## src/design/pnm_s2g_pkg.sv

```systemverilog
// Package for pnm_stream_to_gray: result codes, command and result types.
// No dependencies.
`default_nettype none
package pnm_s2g_pkg;

  localparam int unsigned MaxDimDefault = 16384;

  localparam logic [1:0] KIND_PIXEL  = 2'd0;
  localparam logic [1:0] KIND_HEADER = 2'd1;
  localparam logic [1:0] KIND_ERROR  = 2'd2;

  localparam logic [2:0] ERR_NONE   = 3'd0;
  localparam logic [2:0] ERR_MAGIC  = 3'd1;
  localparam logic [2:0] ERR_CHAR   = 3'd2;
  localparam logic [2:0] ERR_DIM    = 3'd3;
  localparam logic [2:0] ERR_MAXVAL = 3'd4;

  typedef enum logic [1:0] {
    OP_DIRECT,
    OP_DIV,
    OP_UNPK,
    OP_THIRD
  } op_e;

  typedef struct packed {
    op_e         op;
    logic [1:0]  kind;
    logic [7:0]  gray;
    logic [2:0]  err;
    logic [2:0]  fmt;
    logic [14:0] width;
    logic [14:0] height;
    logic [15:0] maxs;
    logic        done;
    logic [24:0] num;
    logic [16:0] divisor;
    logic [7:0]  bits;
    logic [3:0]  cnt;
  } cmd_t;

  typedef struct packed {
    logic [1:0]  kind;
    logic [7:0]  gray;
    logic [2:0]  format_digit;
    logic [14:0] width;
    logic [14:0] height;
    logic [15:0] max_sample;
    logic [2:0]  error_code;
    logic        image_done;
    logic        run_end;
  } res_t;

endpackage
`default_nettype wire

```

## src/design/pnm_s2g_if.sv

```systemverilog
// Stream interfaces of pnm_stream_to_gray: file bytes in, results out.
// No dependencies.
`default_nettype none
interface pnm_byte_if;
  logic       valid;
  logic       ready;
  logic [7:0] data_byte;
  logic       start_of_file;
  modport source (output valid, data_byte, start_of_file, input ready);
  modport sink   (input valid, data_byte, start_of_file, output ready);
endinterface

interface pnm_res_if;
  logic        valid;
  logic        ready;
  logic [1:0]  kind;
  logic [7:0]  gray;
  logic [2:0]  format_digit;
  logic [14:0] width;
  logic [14:0] height;
  logic [15:0] max_sample;
  logic [2:0]  error_code;
  logic        image_done;
  logic        run_end;
  modport source (output valid, kind, gray, format_digit, width, height, max_sample,
                  error_code, image_done, run_end, input ready);
  modport sink   (input valid, kind, gray, format_digit, width, height, max_sample,
                  error_code, image_done, run_end, output ready);
endinterface
`default_nettype wire

```

## src/design/pnm_s2g_front.sv

```systemverilog
// Front end: parses header and data bytes, issues one command per result run.
// Depends on pnm_s2g_pkg.
`default_nettype none
module pnm_s2g_front #(
  parameter int unsigned MAX_DIM = pnm_s2g_pkg::MaxDimDefault
) (
  input  wire logic              clk_i,
  input  wire logic              rst_ni,
  input  wire logic              in_valid_i,
  input  wire logic [7:0]        in_data_i,
  input  wire logic              in_sof_i,
  output logic                   in_ready_o,
  output logic                   cmd_valid_o,
  output pnm_s2g_pkg::cmd_t      cmd_o,
  input  wire logic              cmd_ready_i
);
  import pnm_s2g_pkg::*;

  localparam int unsigned DimW = $clog2(MAX_DIM + 1);

  typedef enum logic [2:0] {
    PH_MAGIC_P, PH_MAGIC_D, PH_HEADER, PH_DATA, PH_DONE, PH_ERROR
  } phase_e;

  phase_e          phase_q, phase_d;
  logic [2:0]      fmt_q, fmt_d;
  logic [DimW-1:0] wid_q, wid_d, hgt_q, hgt_d, col_q, col_d, row_q, row_d;
  logic [15:0]     mx_q, mx_d;
  logic [16:0]     acc_q, acc_d;
  logic [2:0]      step_q, step_d;
  logic            cmt_q, cmt_d;
  logic [17:0]     sum_q, sum_d;
  logic [1:0]      comp_q, comp_d;
  logic            bis_q, bis_d;

  logic            emit;
  cmd_t            cmd;
  logic [7:0]      c;
  logic            is_ws, is_dig;
  logic [19:0]     v_hdr;
  logic [20:0]     v_asc;
  logic [18:0]     sum_ext;
  logic [2:0]      target;
  logic [DimW-1:0] left;
  logic [3:0]      cnt;
  logic [DimW:0]   col_end;
  logic            pix;
  logic [7:0]      pix_gray;
  logic            ev_err, ev_hdr, ev_div, ev_unpk, ev_third;
  logic [2:0]      err_code;
  logic [24:0]     div_num;
  logic [16:0]     div_den;
  logic            unpk_done;
  logic            last;
  logic [7:0]      raw;

  assign in_ready_o = cmd_ready_i;
  assign c          = in_data_i;
  assign is_ws      = c inside {[8'd9:8'd13], 8'd32};
  assign is_dig     = c inside {[8'd48:8'd57]};

  always_comb begin
    phase_d = in_sof_i ? PH_MAGIC_P : phase_q;
    fmt_d   = in_sof_i ? 3'd0 : fmt_q;
    wid_d   = in_sof_i ? '0 : wid_q;
    hgt_d   = in_sof_i ? '0 : hgt_q;
    mx_d    = in_sof_i ? '0 : mx_q;
    acc_d   = in_sof_i ? '0 : acc_q;
    step_d  = in_sof_i ? '0 : step_q;
    cmt_d   = in_sof_i ? 1'b0 : cmt_q;
    col_d   = in_sof_i ? '0 : col_q;
    row_d   = in_sof_i ? '0 : row_q;
    sum_d   = in_sof_i ? '0 : sum_q;
    comp_d  = in_sof_i ? '0 : comp_q;
    bis_d   = in_sof_i ? 1'b0 : bis_q;
    pix = 1'b0; pix_gray = '0; ev_err = 1'b0; ev_hdr = 1'b0; ev_div = 1'b0;
    ev_unpk = 1'b0; ev_third = 1'b0; err_code = ERR_NONE; div_num = '0; div_den = '0;
    unpk_done = 1'b0; cnt = '0; left = '0; col_end = '0; raw = c;
    target  = (fmt_d == 3'd1 || fmt_d == 3'd4) ? 3'd4 : 3'd6;
    v_hdr   = 20'(acc_d) * 20'd10 + 20'(c - 8'd48);
    v_asc   = 21'(acc_d) * 21'd10 + 21'(c - 8'd48);
    sum_ext = 19'(sum_d) + 19'(acc_d);
    case (phase_d)
      PH_MAGIC_P: begin
        if (c == 8'h50) phase_d = PH_MAGIC_D;
        else begin ev_err = 1'b1; err_code = ERR_MAGIC; end
      end
      PH_MAGIC_D: begin
        if (c inside {[8'd49:8'd54]}) begin
          fmt_d = 3'(c - 8'd48); phase_d = PH_HEADER;
        end else begin ev_err = 1'b1; err_code = ERR_MAGIC; end
      end
      PH_HEADER, PH_DATA: begin
        if (phase_d == PH_HEADER || fmt_d <= 3'd3) begin
          if (cmt_d) begin
            if (c == 8'd10) cmt_d = 1'b0;
          end else if (c == 8'h23) begin
            cmt_d = 1'b1;
          end else if (phase_d == PH_HEADER) begin
            if (!step_d[0] && !is_ws) step_d = step_d + 3'd1;
            if (step_d[0]) begin
              if (is_dig) begin
                if (step_d == 3'd5 && v_hdr > 20'd65535) begin
                  ev_err = 1'b1; err_code = ERR_MAXVAL;
                end else if (step_d != 3'd5 && v_hdr > 20'(MAX_DIM)) begin
                  ev_err = 1'b1; err_code = ERR_DIM;
                end else acc_d = v_hdr[16:0];
              end else if (!is_ws) begin
                ev_err = 1'b1; err_code = ERR_CHAR;
              end else if (step_d == 3'd5 && acc_d == '0) begin
                ev_err = 1'b1; err_code = ERR_MAXVAL;
              end else begin
                if (step_d == 3'd1) wid_d = acc_d[DimW-1:0];
                else if (step_d == 3'd3) hgt_d = acc_d[DimW-1:0];
                else mx_d = acc_d[15:0];
                acc_d  = '0;
                step_d = step_d + 3'd1;
                if (step_d >= target) begin
                  if (target == 3'd4) mx_d = 16'd1;
                  step_d = '0; col_d = '0; row_d = '0; sum_d = '0;
                  comp_d = '0; bis_d = 1'b0; ev_hdr = 1'b1;
                  phase_d = (wid_d == '0 || hgt_d == '0) ? PH_DONE : PH_DATA;
                end
              end
            end
          end else begin
            if (is_dig) begin
              if (fmt_d == 3'd1) begin
                pix = 1'b1; pix_gray = (c == 8'd48) ? 8'd255 : 8'd0;
              end else begin
                acc_d  = (v_asc > 21'h1FFFF) ? 17'h1FFFF : v_asc[16:0];
                step_d = 3'd1;
              end
            end else if (!is_ws) begin
              ev_err = 1'b1; err_code = ERR_CHAR;
            end else if (fmt_d != 3'd1 && step_d != '0) begin
              if (fmt_d == 3'd2) begin
                pix = 1'b1; ev_div = 1'b1;
                div_num = 25'(acc_d) * 25'd255; div_den = 17'(mx_d);
              end else begin
                sum_d  = (sum_ext > 19'h3FFFF) ? 18'h3FFFF : sum_ext[17:0];
                comp_d = comp_d + 2'd1;
                if (comp_d == 2'd3) begin
                  pix = 1'b1; ev_third = 1'b1;
                  div_num = 25'(sum_d);
                  sum_d = '0; comp_d = '0;
                end
              end
              acc_d = '0; step_d = '0;
            end
          end
        end else if (fmt_d == 3'd4) begin
          left    = wid_d - col_d;
          cnt     = (left < DimW'(8)) ? left[3:0] : 4'd8;
          col_end = (DimW+1)'(col_d) + (DimW+1)'(cnt);
          ev_unpk = 1'b1;
          if (col_end >= (DimW+1)'(wid_d)) begin
            col_d = '0;
            if (row_d == hgt_d - 1'b1) begin unpk_done = 1'b1; phase_d = PH_DONE; end
            else row_d = row_d + 1'b1;
          end else col_d = col_end[DimW-1:0];
        end else begin
          if (mx_d > 16'd255 && !bis_d) begin
            bis_d = 1'b1; acc_d = 17'(c);
          end else begin
            if (mx_d > 16'd255) begin bis_d = 1'b0; raw = acc_d[7:0]; end
            if (fmt_d == 3'd5) begin pix = 1'b1; pix_gray = raw; end
            else begin
              sum_d  = sum_d + 18'(raw);
              comp_d = comp_d + 2'd1;
              if (comp_d == 2'd3) begin
                pix = 1'b1; ev_third = 1'b1;
                div_num = 25'(sum_d);
                sum_d = '0; comp_d = '0;
              end
            end
          end
        end
      end
      default: ;
    endcase
    if (ev_err) phase_d = PH_ERROR;
    // advance the raster position for a single pixel
    last = 1'b0;
    if (pix) begin
      if (row_d == hgt_d - 1'b1 && col_d == wid_d - 1'b1) begin
        last = 1'b1; phase_d = PH_DONE;
      end else if (col_d == wid_d - 1'b1) begin
        col_d = '0; row_d = row_d + 1'b1;
      end else col_d = col_d + 1'b1;
    end
    emit        = ev_err || ev_hdr || pix || ev_unpk;
    cmd.op      = ev_unpk ? OP_UNPK : (ev_div ? OP_DIV : (ev_third ? OP_THIRD : OP_DIRECT));
    cmd.kind    = ev_err ? KIND_ERROR : (ev_hdr ? KIND_HEADER : KIND_PIXEL);
    cmd.gray    = pix_gray;
    cmd.err     = err_code;
    cmd.fmt     = fmt_d;
    cmd.width   = 15'(wid_d);
    cmd.height  = 15'(hgt_d);
    cmd.maxs    = mx_d;
    cmd.done    = last || unpk_done;
    cmd.num     = div_num;
    cmd.divisor = div_den;
    cmd.bits    = c;
    cmd.cnt     = cnt;
  end

  assign cmd_valid_o = in_valid_i && emit;
  assign cmd_o       = cmd;

  always_ff @(posedge clk_i or negedge rst_ni) begin
    if (!rst_ni) begin
      phase_q <= PH_MAGIC_P; fmt_q <= '0; wid_q <= '0; hgt_q <= '0; mx_q <= '0;
      acc_q <= '0; step_q <= '0; cmt_q <= 1'b0; col_q <= '0; row_q <= '0;
      sum_q <= '0; comp_q <= '0; bis_q <= 1'b0;
    end else if (in_valid_i && in_ready_o) begin
      phase_q <= phase_d; fmt_q <= fmt_d; wid_q <= wid_d; hgt_q <= hgt_d; mx_q <= mx_d;
      acc_q <= acc_d; step_q <= step_d; cmt_q <= cmt_d; col_q <= col_d; row_q <= row_d;
      sum_q <= sum_d; comp_q <= comp_d; bis_q <= bis_d;
    end
  end
endmodule
`default_nettype wire

```

## src/design/pnm_s2g_queue.sv

```systemverilog
// Two-entry command queue between the parser front and the pixel back end.
// Depends on pnm_s2g_pkg.
`default_nettype none
module pnm_s2g_queue (
  input  wire logic              clk_i,
  input  wire logic              rst_ni,
  input  wire logic              push_i,
  input  pnm_s2g_pkg::cmd_t      data_i,
  output logic                   ready_o,
  output logic                   valid_o,
  output pnm_s2g_pkg::cmd_t      data_o,
  input  wire logic              pop_i
);
  import pnm_s2g_pkg::*;

  cmd_t       mem_q [2];
  logic       wr_q, rd_q;
  logic [1:0] cnt_q;
  logic       do_push, do_pop;

  assign ready_o = (cnt_q != 2'd2);
  assign valid_o = (cnt_q != 2'd0);
  assign data_o  = mem_q[rd_q];
  assign do_push = push_i && ready_o;
  assign do_pop  = pop_i && valid_o;

  always_ff @(posedge clk_i) begin
    if (do_push) mem_q[wr_q] <= data_i;
  end

  always_ff @(posedge clk_i or negedge rst_ni) begin
    if (!rst_ni) begin
      wr_q <= 1'b0; rd_q <= 1'b0; cnt_q <= '0;
    end else begin
      if (do_push) wr_q <= ~wr_q;
      if (do_pop) rd_q <= ~rd_q;
      cnt_q <= cnt_q + 2'(do_push) - 2'(do_pop);
    end
  end
endmodule
`default_nettype wire

```

## src/design/pnm_s2g_back.sv

```systemverilog
// Back end: divides, unpacks bitmap bytes and drives the result register.
// Depends on pnm_s2g_pkg.
`default_nettype none
module pnm_s2g_back (
  input  wire logic              clk_i,
  input  wire logic              rst_ni,
  input  wire logic              cmd_valid_i,
  input  pnm_s2g_pkg::cmd_t      cmd_i,
  output logic                   cmd_ready_o,
  output logic                   out_valid_o,
  output pnm_s2g_pkg::res_t      out_o,
  input  wire logic              out_ready_i
);
  import pnm_s2g_pkg::*;

  typedef enum logic [1:0] {BK_IDLE, BK_DIV, BK_EMIT, BK_UNPK} bk_e;

  bk_e         state_q;
  cmd_t        w_q;
  logic [24:0] rem_q;
  logic [2:0]  step_q;
  logic [7:0]  quo_q;
  logic        out_vld_q;
  res_t        out_q;
  logic [24:0] trial;
  logic        hit;
  logic [7:0]  quo_nx;
  logic        slot_free;
  logic        emit_now;
  logic        sat;
  logic [35:0] third_prod;
  logic [7:0]  third_sat;

  assign trial       = 25'(w_q.divisor) << step_q;
  assign hit         = rem_q >= trial;
  assign quo_nx      = quo_q | (8'(hit) << step_q);
  assign slot_free   = !out_vld_q || out_ready_i;
  assign emit_now    = slot_free && (state_q == BK_EMIT || state_q == BK_UNPK);
  assign cmd_ready_o = (state_q == BK_IDLE);
  assign out_valid_o = out_vld_q;
  assign out_o       = out_q;
  // quotient of 256 or more saturates
  assign sat         = cmd_i.num >= {cmd_i.divisor, 8'd0};
  // divide by 3 as multiply by ceil(2^19 / 3), exact for sums below 2^19
  assign third_prod  = 36'(cmd_i.num[17:0]) * 36'd174763;
  assign third_sat   = (third_prod[35:27] != '0) ? 8'hFF : third_prod[26:19];

  always_ff @(posedge clk_i or negedge rst_ni) begin
    if (!rst_ni) begin
      state_q   <= BK_IDLE;
      out_vld_q <= 1'b0;
    end else begin
      if (emit_now) out_vld_q <= 1'b1;
      else if (out_ready_i) out_vld_q <= 1'b0;
      case (state_q)
        BK_IDLE: begin
          if (cmd_valid_i) begin
            w_q    <= cmd_i;
            rem_q  <= cmd_i.num;
            quo_q  <= (cmd_i.op == OP_THIRD) ? third_sat :
                      ((cmd_i.op == OP_DIV && sat) ? 8'hFF : 8'h00);
            step_q <= 3'd7;
            case (cmd_i.op)
              OP_DIV:  state_q <= sat ? BK_EMIT : BK_DIV;
              OP_UNPK: state_q <= BK_UNPK;
              default: state_q <= BK_EMIT;
            endcase
          end
        end
        BK_DIV: begin
          if (hit) rem_q <= rem_q - trial;
          quo_q  <= quo_nx;
          step_q <= step_q - 3'd1;
          if (step_q == 3'd0) state_q <= BK_EMIT;
        end
        BK_EMIT: begin
          if (slot_free) begin
            out_q     <= '{kind: w_q.kind,
                           gray: (w_q.op == OP_DIRECT) ? w_q.gray : quo_q,
                           format_digit: w_q.fmt,
                           width: w_q.width, height: w_q.height, max_sample: w_q.maxs,
                           error_code: w_q.err, image_done: w_q.done, run_end: 1'b1};
            state_q   <= BK_IDLE;
          end
        end
        BK_UNPK: begin
          if (slot_free) begin
            out_q     <= '{kind: KIND_PIXEL, gray: w_q.bits[7] ? 8'd0 : 8'd255,
                           format_digit: w_q.fmt, width: w_q.width, height: w_q.height,
                           max_sample: w_q.maxs, error_code: ERR_NONE,
                           image_done: w_q.done && (w_q.cnt == 4'd1),
                           run_end: (w_q.cnt == 4'd1)};
            w_q.bits  <= {w_q.bits[6:0], 1'b0};
            w_q.cnt   <= w_q.cnt - 4'd1;
            if (w_q.cnt == 4'd1) state_q <= BK_IDLE;
          end
        end
        default: state_q <= BK_IDLE;
      endcase
    end
  end
endmodule
`default_nettype wire

```

## src/design/pnm_stream_to_gray.sv

```systemverilog
// Top level of the PNM to gray decoder: front parser, command queue, back end.
// Depends on pnm_s2g_pkg, pnm_s2g_if, pnm_s2g_front, pnm_s2g_queue, pnm_s2g_back.
//
//   channel | dir | payload                                     | handshake
//   in_i    | in  | data_byte, start_of_file                    | valid/ready
//   out_o   | out | kind, gray, format_digit, width, height,    | valid/ready
//           |     | max_sample, error_code, image_done, run_end |
//
// A byte is taken whenever the queue has room.
// A direct result (header, error, P1/P5 pixel, P3/P6 average) passes through the queue,
// the back end's command register and its result register, via its idle and emit states.
// P2 pixels also pass through the shift-subtract divider unless the quotient saturates.
// A P4 byte yields one pixel per cycle while the output is not stalled, up to 8.
// Reset clears all parser state; either side may stall, the queue decouples them.
`default_nettype none
module pnm_stream_to_gray #(
  parameter int unsigned MAX_DIM = pnm_s2g_pkg::MaxDimDefault
) (
  input  wire logic  clk_i,
  input  wire logic  rst_ni,
  pnm_byte_if.sink   in_i,
  pnm_res_if.source  out_o
);
  import pnm_s2g_pkg::*;

  cmd_t fr_cmd, q_cmd;
  logic fr_valid, q_ready, q_valid, bk_ready;
  res_t res;

  pnm_s2g_front #(.MAX_DIM(MAX_DIM)) u_front (
    .clk_i, .rst_ni,
    .in_valid_i (in_i.valid), .in_data_i (in_i.data_byte), .in_sof_i (in_i.start_of_file),
    .in_ready_o (in_i.ready),
    .cmd_valid_o(fr_valid), .cmd_o (fr_cmd), .cmd_ready_i (q_ready)
  );

  pnm_s2g_queue u_queue (
    .clk_i, .rst_ni,
    .push_i (fr_valid), .data_i (fr_cmd), .ready_o (q_ready),
    .valid_o(q_valid), .data_o (q_cmd), .pop_i (bk_ready)
  );

  pnm_s2g_back u_back (
    .clk_i, .rst_ni,
    .cmd_valid_i(q_valid), .cmd_i (q_cmd), .cmd_ready_o (bk_ready),
    .out_valid_o(out_o.valid), .out_o (res), .out_ready_i (out_o.ready)
  );

  assign out_o.kind         = res.kind;
  assign out_o.gray         = res.gray;
  assign out_o.format_digit = res.format_digit;
  assign out_o.width        = res.width;
  assign out_o.height       = res.height;
  assign out_o.max_sample   = res.max_sample;
  assign out_o.error_code   = res.error_code;
  assign out_o.image_done   = res.image_done;
  assign out_o.run_end      = res.run_end;
endmodule
`default_nettype wire

```

## src/flat_wrapper.sv

```systemverilog
// flat-port wrapper written by rule: the top's interface ports become plain ports
module pnm_stream_to_gray_flat import pnm_s2g_pkg::*;
#(
  parameter int unsigned MAX_DIM = pnm_s2g_pkg::MaxDimDefault
)
  (clk_i, rst_ni, in_i_valid, in_i_data_byte, in_i_start_of_file, in_i_ready, out_o_valid, out_o_kind, out_o_gray, out_o_format_digit, out_o_width, out_o_height, out_o_max_sample, out_o_error_code, out_o_image_done, out_o_run_end, out_o_ready);
  pnm_byte_if in_i_i ();
  pnm_res_if out_o_i ();
  input  wire logic clk_i;
  input  wire logic rst_ni;
  input wire logic [$bits(in_i_i.valid)-1:0] in_i_valid;
  input wire logic [$bits(in_i_i.data_byte)-1:0] in_i_data_byte;
  input wire logic [$bits(in_i_i.start_of_file)-1:0] in_i_start_of_file;
  output wire logic [$bits(in_i_i.ready)-1:0] in_i_ready;
  output wire logic [$bits(out_o_i.valid)-1:0] out_o_valid;
  output wire logic [$bits(out_o_i.kind)-1:0] out_o_kind;
  output wire logic [$bits(out_o_i.gray)-1:0] out_o_gray;
  output wire logic [$bits(out_o_i.format_digit)-1:0] out_o_format_digit;
  output wire logic [$bits(out_o_i.width)-1:0] out_o_width;
  output wire logic [$bits(out_o_i.height)-1:0] out_o_height;
  output wire logic [$bits(out_o_i.max_sample)-1:0] out_o_max_sample;
  output wire logic [$bits(out_o_i.error_code)-1:0] out_o_error_code;
  output wire logic [$bits(out_o_i.image_done)-1:0] out_o_image_done;
  output wire logic [$bits(out_o_i.run_end)-1:0] out_o_run_end;
  input wire logic [$bits(out_o_i.ready)-1:0] out_o_ready;
  assign in_i_i.valid = in_i_valid;
  assign in_i_i.data_byte = in_i_data_byte;
  assign in_i_i.start_of_file = in_i_start_of_file;
  assign in_i_ready = in_i_i.ready;
  assign out_o_valid = out_o_i.valid;
  assign out_o_kind = out_o_i.kind;
  assign out_o_gray = out_o_i.gray;
  assign out_o_format_digit = out_o_i.format_digit;
  assign out_o_width = out_o_i.width;
  assign out_o_height = out_o_i.height;
  assign out_o_max_sample = out_o_i.max_sample;
  assign out_o_error_code = out_o_i.error_code;
  assign out_o_image_done = out_o_i.image_done;
  assign out_o_run_end = out_o_i.run_end;
  assign out_o_i.ready = out_o_ready;
  pnm_stream_to_gray #(.MAX_DIM(MAX_DIM)) u_core (.clk_i(clk_i), .rst_ni(rst_ni), .in_i(in_i_i), .out_o(out_o_i));
endmodule
```

## config.mk

```make
export PLATFORM = sky130hd
export DESIGN_NAME = pnm_stream_to_gray_flat
export DESIGN_NICKNAME = d
export VERILOG_FILES = /design/src/design/pnm_s2g_pkg.sv /design/src/design/pnm_s2g_if.sv /design/src/design/pnm_s2g_front.sv /design/src/design/pnm_s2g_queue.sv /design/src/design/pnm_s2g_back.sv /design/src/design/pnm_stream_to_gray.sv /design/src/flat_wrapper.sv
export SDC_FILE = /design/constraint.sdc
export NUM_CORES = 2
export LEC_CHECK = 0
export ABC_AREA = 1
export BUFFER_PORTS_ARGS = -buffer_cell sky130_fd_sc_hd__clkbuf_2
export CAP_MARGIN = 20
export CORE_ASPECT_RATIO = 1.2
export CORE_MARGIN = 5
export CORE_UTILIZATION = 25
export DETAILED_ROUTE_END_ITERATION = 10
export SLEW_MARGIN = 30
export SYNTH_ARGS = -nofsm -noshare
export SYNTH_HDL_FRONTEND = slang
export SYNTH_SLANG_ARGS = --single-unit
```

## constraint.sdc

```tcl
create_clock -name clk_i -period 9.9 [get_ports clk_i]
set_clock_uncertainty 0.15 [all_clocks]
set_input_delay 0.495 -clock clk_i [delete_from_list [all_inputs] [get_ports clk_i]]
set_output_delay 0.495 -clock clk_i [all_outputs]
set_load 0.02 [all_outputs]
```

==> flow_summary_export.csv <==
group,metric,value,unit
run_status,outcome,"completed",
synth,yosysSeqAreaShare,35.4,%
placed_design,place_hpwl,121000,um
clock_tree,root_buffer,"clkbuf_16",
global_route,grt_pass1_wl,236000,um
routing,routedWlPerCell,18.9,um
global_route,track_usage,15.9,%
clock_tree,h-tree-depth,2,
routing,drc,0,
sta,layout_min_cycle_time,8640,ps
finish,fin_area,51100,um2
placed_design,place.gp.congestion,0.968,
finish,n_fill_cell,19500,
synth,netlist_area,45600,um2
routing,routed_via_density,4.81,
global_route,grt_max_degree,86,
global_route,grt_pass1_vias,38700,
clock_tree,clock_latency,700,ps
sta,fmax,0.116,GHz
die,rows,171,
sta,finalHoldViolCount,0,
setup_path,critical_path_class,"register to register",
finish,multi_input_area,25500,um2
setup_path,cp_slowest_cell,"nor4_1",
finish,post-route-util,28.2,%
synth,syn-num-nets,6321,
synth,synth_flop_cell,"edfxtp_1",
synth,synth_edf_count,429,
setup_path,required,10380,ps
finish,syn2layout_area_growth,12.0,%
die,die_y,478,um
finish,regArea,16200,um2
synth,synth_seq_cells,560,
clock_tree,cts_buffers,61,
die,die_w,400,um
global_route,grt_overflow,0,
sta,drv_slew,0,
run,maxCapViolCount,0,
setup_path,max_stage_delay,450,ps
worst_hold_path,hold_path.class,"input port to register",
placed_design,place_ws,703,ps
routing,ant_nets,0,
global_route,antenna_found_initial,14,
clock_tree,cts_setup_buffers,0,
sta,setup_violations,0,
synth,syn_area_per_cell,7.91,um2
sta,setup_slack,1260,ps
clock_tree,cts_tree,"done",
sta,rsz0062_at_grt,"false",
setup_path,start_kind,"register",
finish,drive_gt1_share,7.37,%
setup_path,worst-endpoint-arrival,9120,ps
routing,drt_wl_total,157000,um
clock_tree,clockBufferDepth,3,
synth,ys_async_sr_fraction,23.4,%
sta,slew_headroom,30.5,%
setup_path,end_kind,"register",
placed_design,io_buffers,78,
finish,nets,6358,
setup_path,cp_max_fo,31,
clock_tree,cts.sinks,560,
setup_path,cpMostUsedCell,"nand2_1",
synth,netlist_instances,5773,
sta,worstMarginPinSlew,1040,ps
placed_design,placed_area,48900,um2
die,ioPinCount,79,
clock_tree,clk_pin_slew,70,ps
die,initial_core_util,25.2,%
die,die-area,191000,um2
routing,first_pass_iters,6,
sta,min_period_over_period,87.3,%
routing,dr_total_vias,39800,
routing,drtIter0Drc,3830,
die,core_area,181000,um2
synth,ys_types,72,
synth,yosys_warnings,0,
-- worst max-delay path: cells and delay by family, from the launching register on --
kind / cells / cell delay [ps]
AOI/OAI and AO/OA: 4 / 980
xor gates and xnor gates: 1 / 170
adders and majority gates: 3 / 1150
buffers and inverters: 6 / 590
DFF: 1 / 390
and+or+nand+nor: 34 / 5090
-- cells by family (layout without fill, tap and decap cells) --
family | Yosys count | in the layout | share of synthesized area (%)
fa+ha+maj | 535 | 535 | 17.6
other cells | 0 | 7 | 0
xor+xnor | 158 | 158 | 3.10
flops | 560 | 560 | 35.4
mux | 4 | 4 | 0.0877
compound gates | 967 | 967 | 11.9
buf+inv | 1056 | 1146 | 8.94
simple gates | 2493 | 2493 | 22.9
-- per-layer routing --
layer  share of wire [%]  GRT usage [%]
met1                  42           20.3
met5               0.029              0
met2                  47           26.6
met4                 4.6           7.09
met3                 6.0           2.18
-- timing repair --
item,in CTS,in global routing
hold endpoints to repair,27,0
resized for setup,0,0
hold buffers,2,0
-- cells in the final DEF (no fill, tap or decap), drive strengths merged, types with 69 or more instances in the layout --
master	synthesis	layout
nand2	1443	1443
inv	875	878
nor2	564	564
o21ai	453	453
edfxtp	429	429
ha	356	356
a21oi	307	307
nand3	249	249
fa	179	179
clkbuf	134	159
dfrtp	131	131
xor2	112	112
nand4	75	75
buf	40	69
-- state kept, by name (all words and copies together) (netlist names), 3 cells and up --
signal                  flops
u_core.u_queue.mem_q      236
u_core.u_back.w_q          93
u_core.u_back.out_o        64
u_core.u_back.rem_q        25
u_core.u_front.sum_q       18
u_core.u_front.acc_q       17
u_core.u_front.mx_q        16
u_core.u_front.col_q       15
u_core.u_front.hgt_q       15
u_core.u_front.row_q       15
u_core.u_front.wid_q       15
u_core.u_back.quo_q         8
u_core.u_back.step_q        3
u_core.u_front.fmt_q        3
u_core.u_front.phase_q      3
u_core.u_front.step_q       3
-- final timing paths --
check                                        start  cells past startpoint                         end  slack, ps
setup / recovery           u_core.u_front.col_q[8]                     48     u_core.u_front.row_q[8]       1260
hold / removal                   in_i_data_byte[1]                      1  u_core.u_queue.mem_q[1][5]        130
setup reg to reg           u_core.u_front.col_q[8]                     48     u_core.u_front.row_q[8]       1260
hold reg to reg              u_core.u_back.w_q[82]                      0     u_core.u_back.out_o[32]        250
max in group asynchronous                   rst_ni                      3         u_core.u_queue.rd_q       8030
min in group asynchronous                   rst_ni                      2    u_core.u_front.col_q[10]        180
-- cells in the mapped netlist, types with 3 or more instances --
| cell type | count | share of area, % |
|---|---|---|
| nand2_1 | 1420 | 12 |
| inv_1 | 850 | 7.0 |
| nor2_1 | 531 | 4.4 |
| edfxtp_1 | 429 | 28 |
| o21ai_0 | 395 | 4.3 |
| ha_1 | 356 | 9.8 |
| a21oi_1 | 306 | 3.4 |
| nand3_1 | 244 | 2.7 |
| fa_1 | 179 | 7.9 |
| clkbuf_1 | 134 | 1.1 |
| dfrtp_1 | 131 | 7.2 |
| xor2_1 | 109 | 2.1 |
| nand4_1 | 74 | 1.0 |
| nor3_1 | 64 | 0.70 |
| or2_2 | 52 | 0.71 |
| xnor2_1 | 45 | 0.86 |
| a31oi_1 | 37 | 0.51 |
| o21ai_1 | 37 | 0.41 |
| o211ai_1 | 29 | 0.48 |
| o22ai_1 | 29 | 0.40 |
| inv_2 | 24 | 0.20 |
| nor2_2 | 23 | 0.32 |
| nand2_2 | 21 | 0.29 |
| nor4_1 | 21 | 0.29 |
| o21ai_2 | 17 | 0.33 |
| o21bai_1 | 17 | 0.28 |
| nand3b_1 | 16 | 0.26 |
| buf_1 | 15 | 0.12 |
| a221oi_1 | 12 | 0.23 |
| buf_2 | 12 | 0.13 |
| a21o_1 | 11 | 0.18 |
| buf_6 | 11 | 0.27 |
| o221ai_1 | 11 | 0.21 |
| nor2_4 | 10 | 0.25 |
| a211oi_1 | 9 | 0.15 |
| o21a_1 | 9 | 0.15 |
| o31ai_1 | 9 | 0.15 |
| a22oi_1 | 8 | 0.13 |
| clkinv_1 | 7 | 0.058 |
| o32ai_1 | 6 | 0.12 |
| a32oi_1 | 5 | 0.096 |
| mux2i_1 | 4 | 0.088 |
| nand3_2 | 4 | 0.088 |
| o21ai_4 | 4 | 0.14 |
| xor2_2 | 3 | 0.11 |
-- per-stage QoR --
stage / setup TNS, ps / std cells / hold WS [ps]
floorplan: -252320 / 5773 / 49.4
global placement: 0 / 8166 / 251
detailed placement: 0 / 8166 / 255
CTS: 0 / 8284 / 72.1
global route: 0 / 8287 / 88.0
finish: 0 / 8292 / 126
-- cell type report --
cell class                      count  area share [%]
Clock buffer                       82            3.22
Antenna cell                        7          0.0343
Tap cell                         2422            5.93
Clock inverter                     34           0.928
Timing Repair Buffer              148            1.92
Multi-Input combinational cell   4157            49.9
Sequential cell                   560            31.6
Inverter                          882            6.49
Power is left out: the tool's default activity adds up to more than one toggle a clock period on the data nets, which glitch-free logic cannot reach.
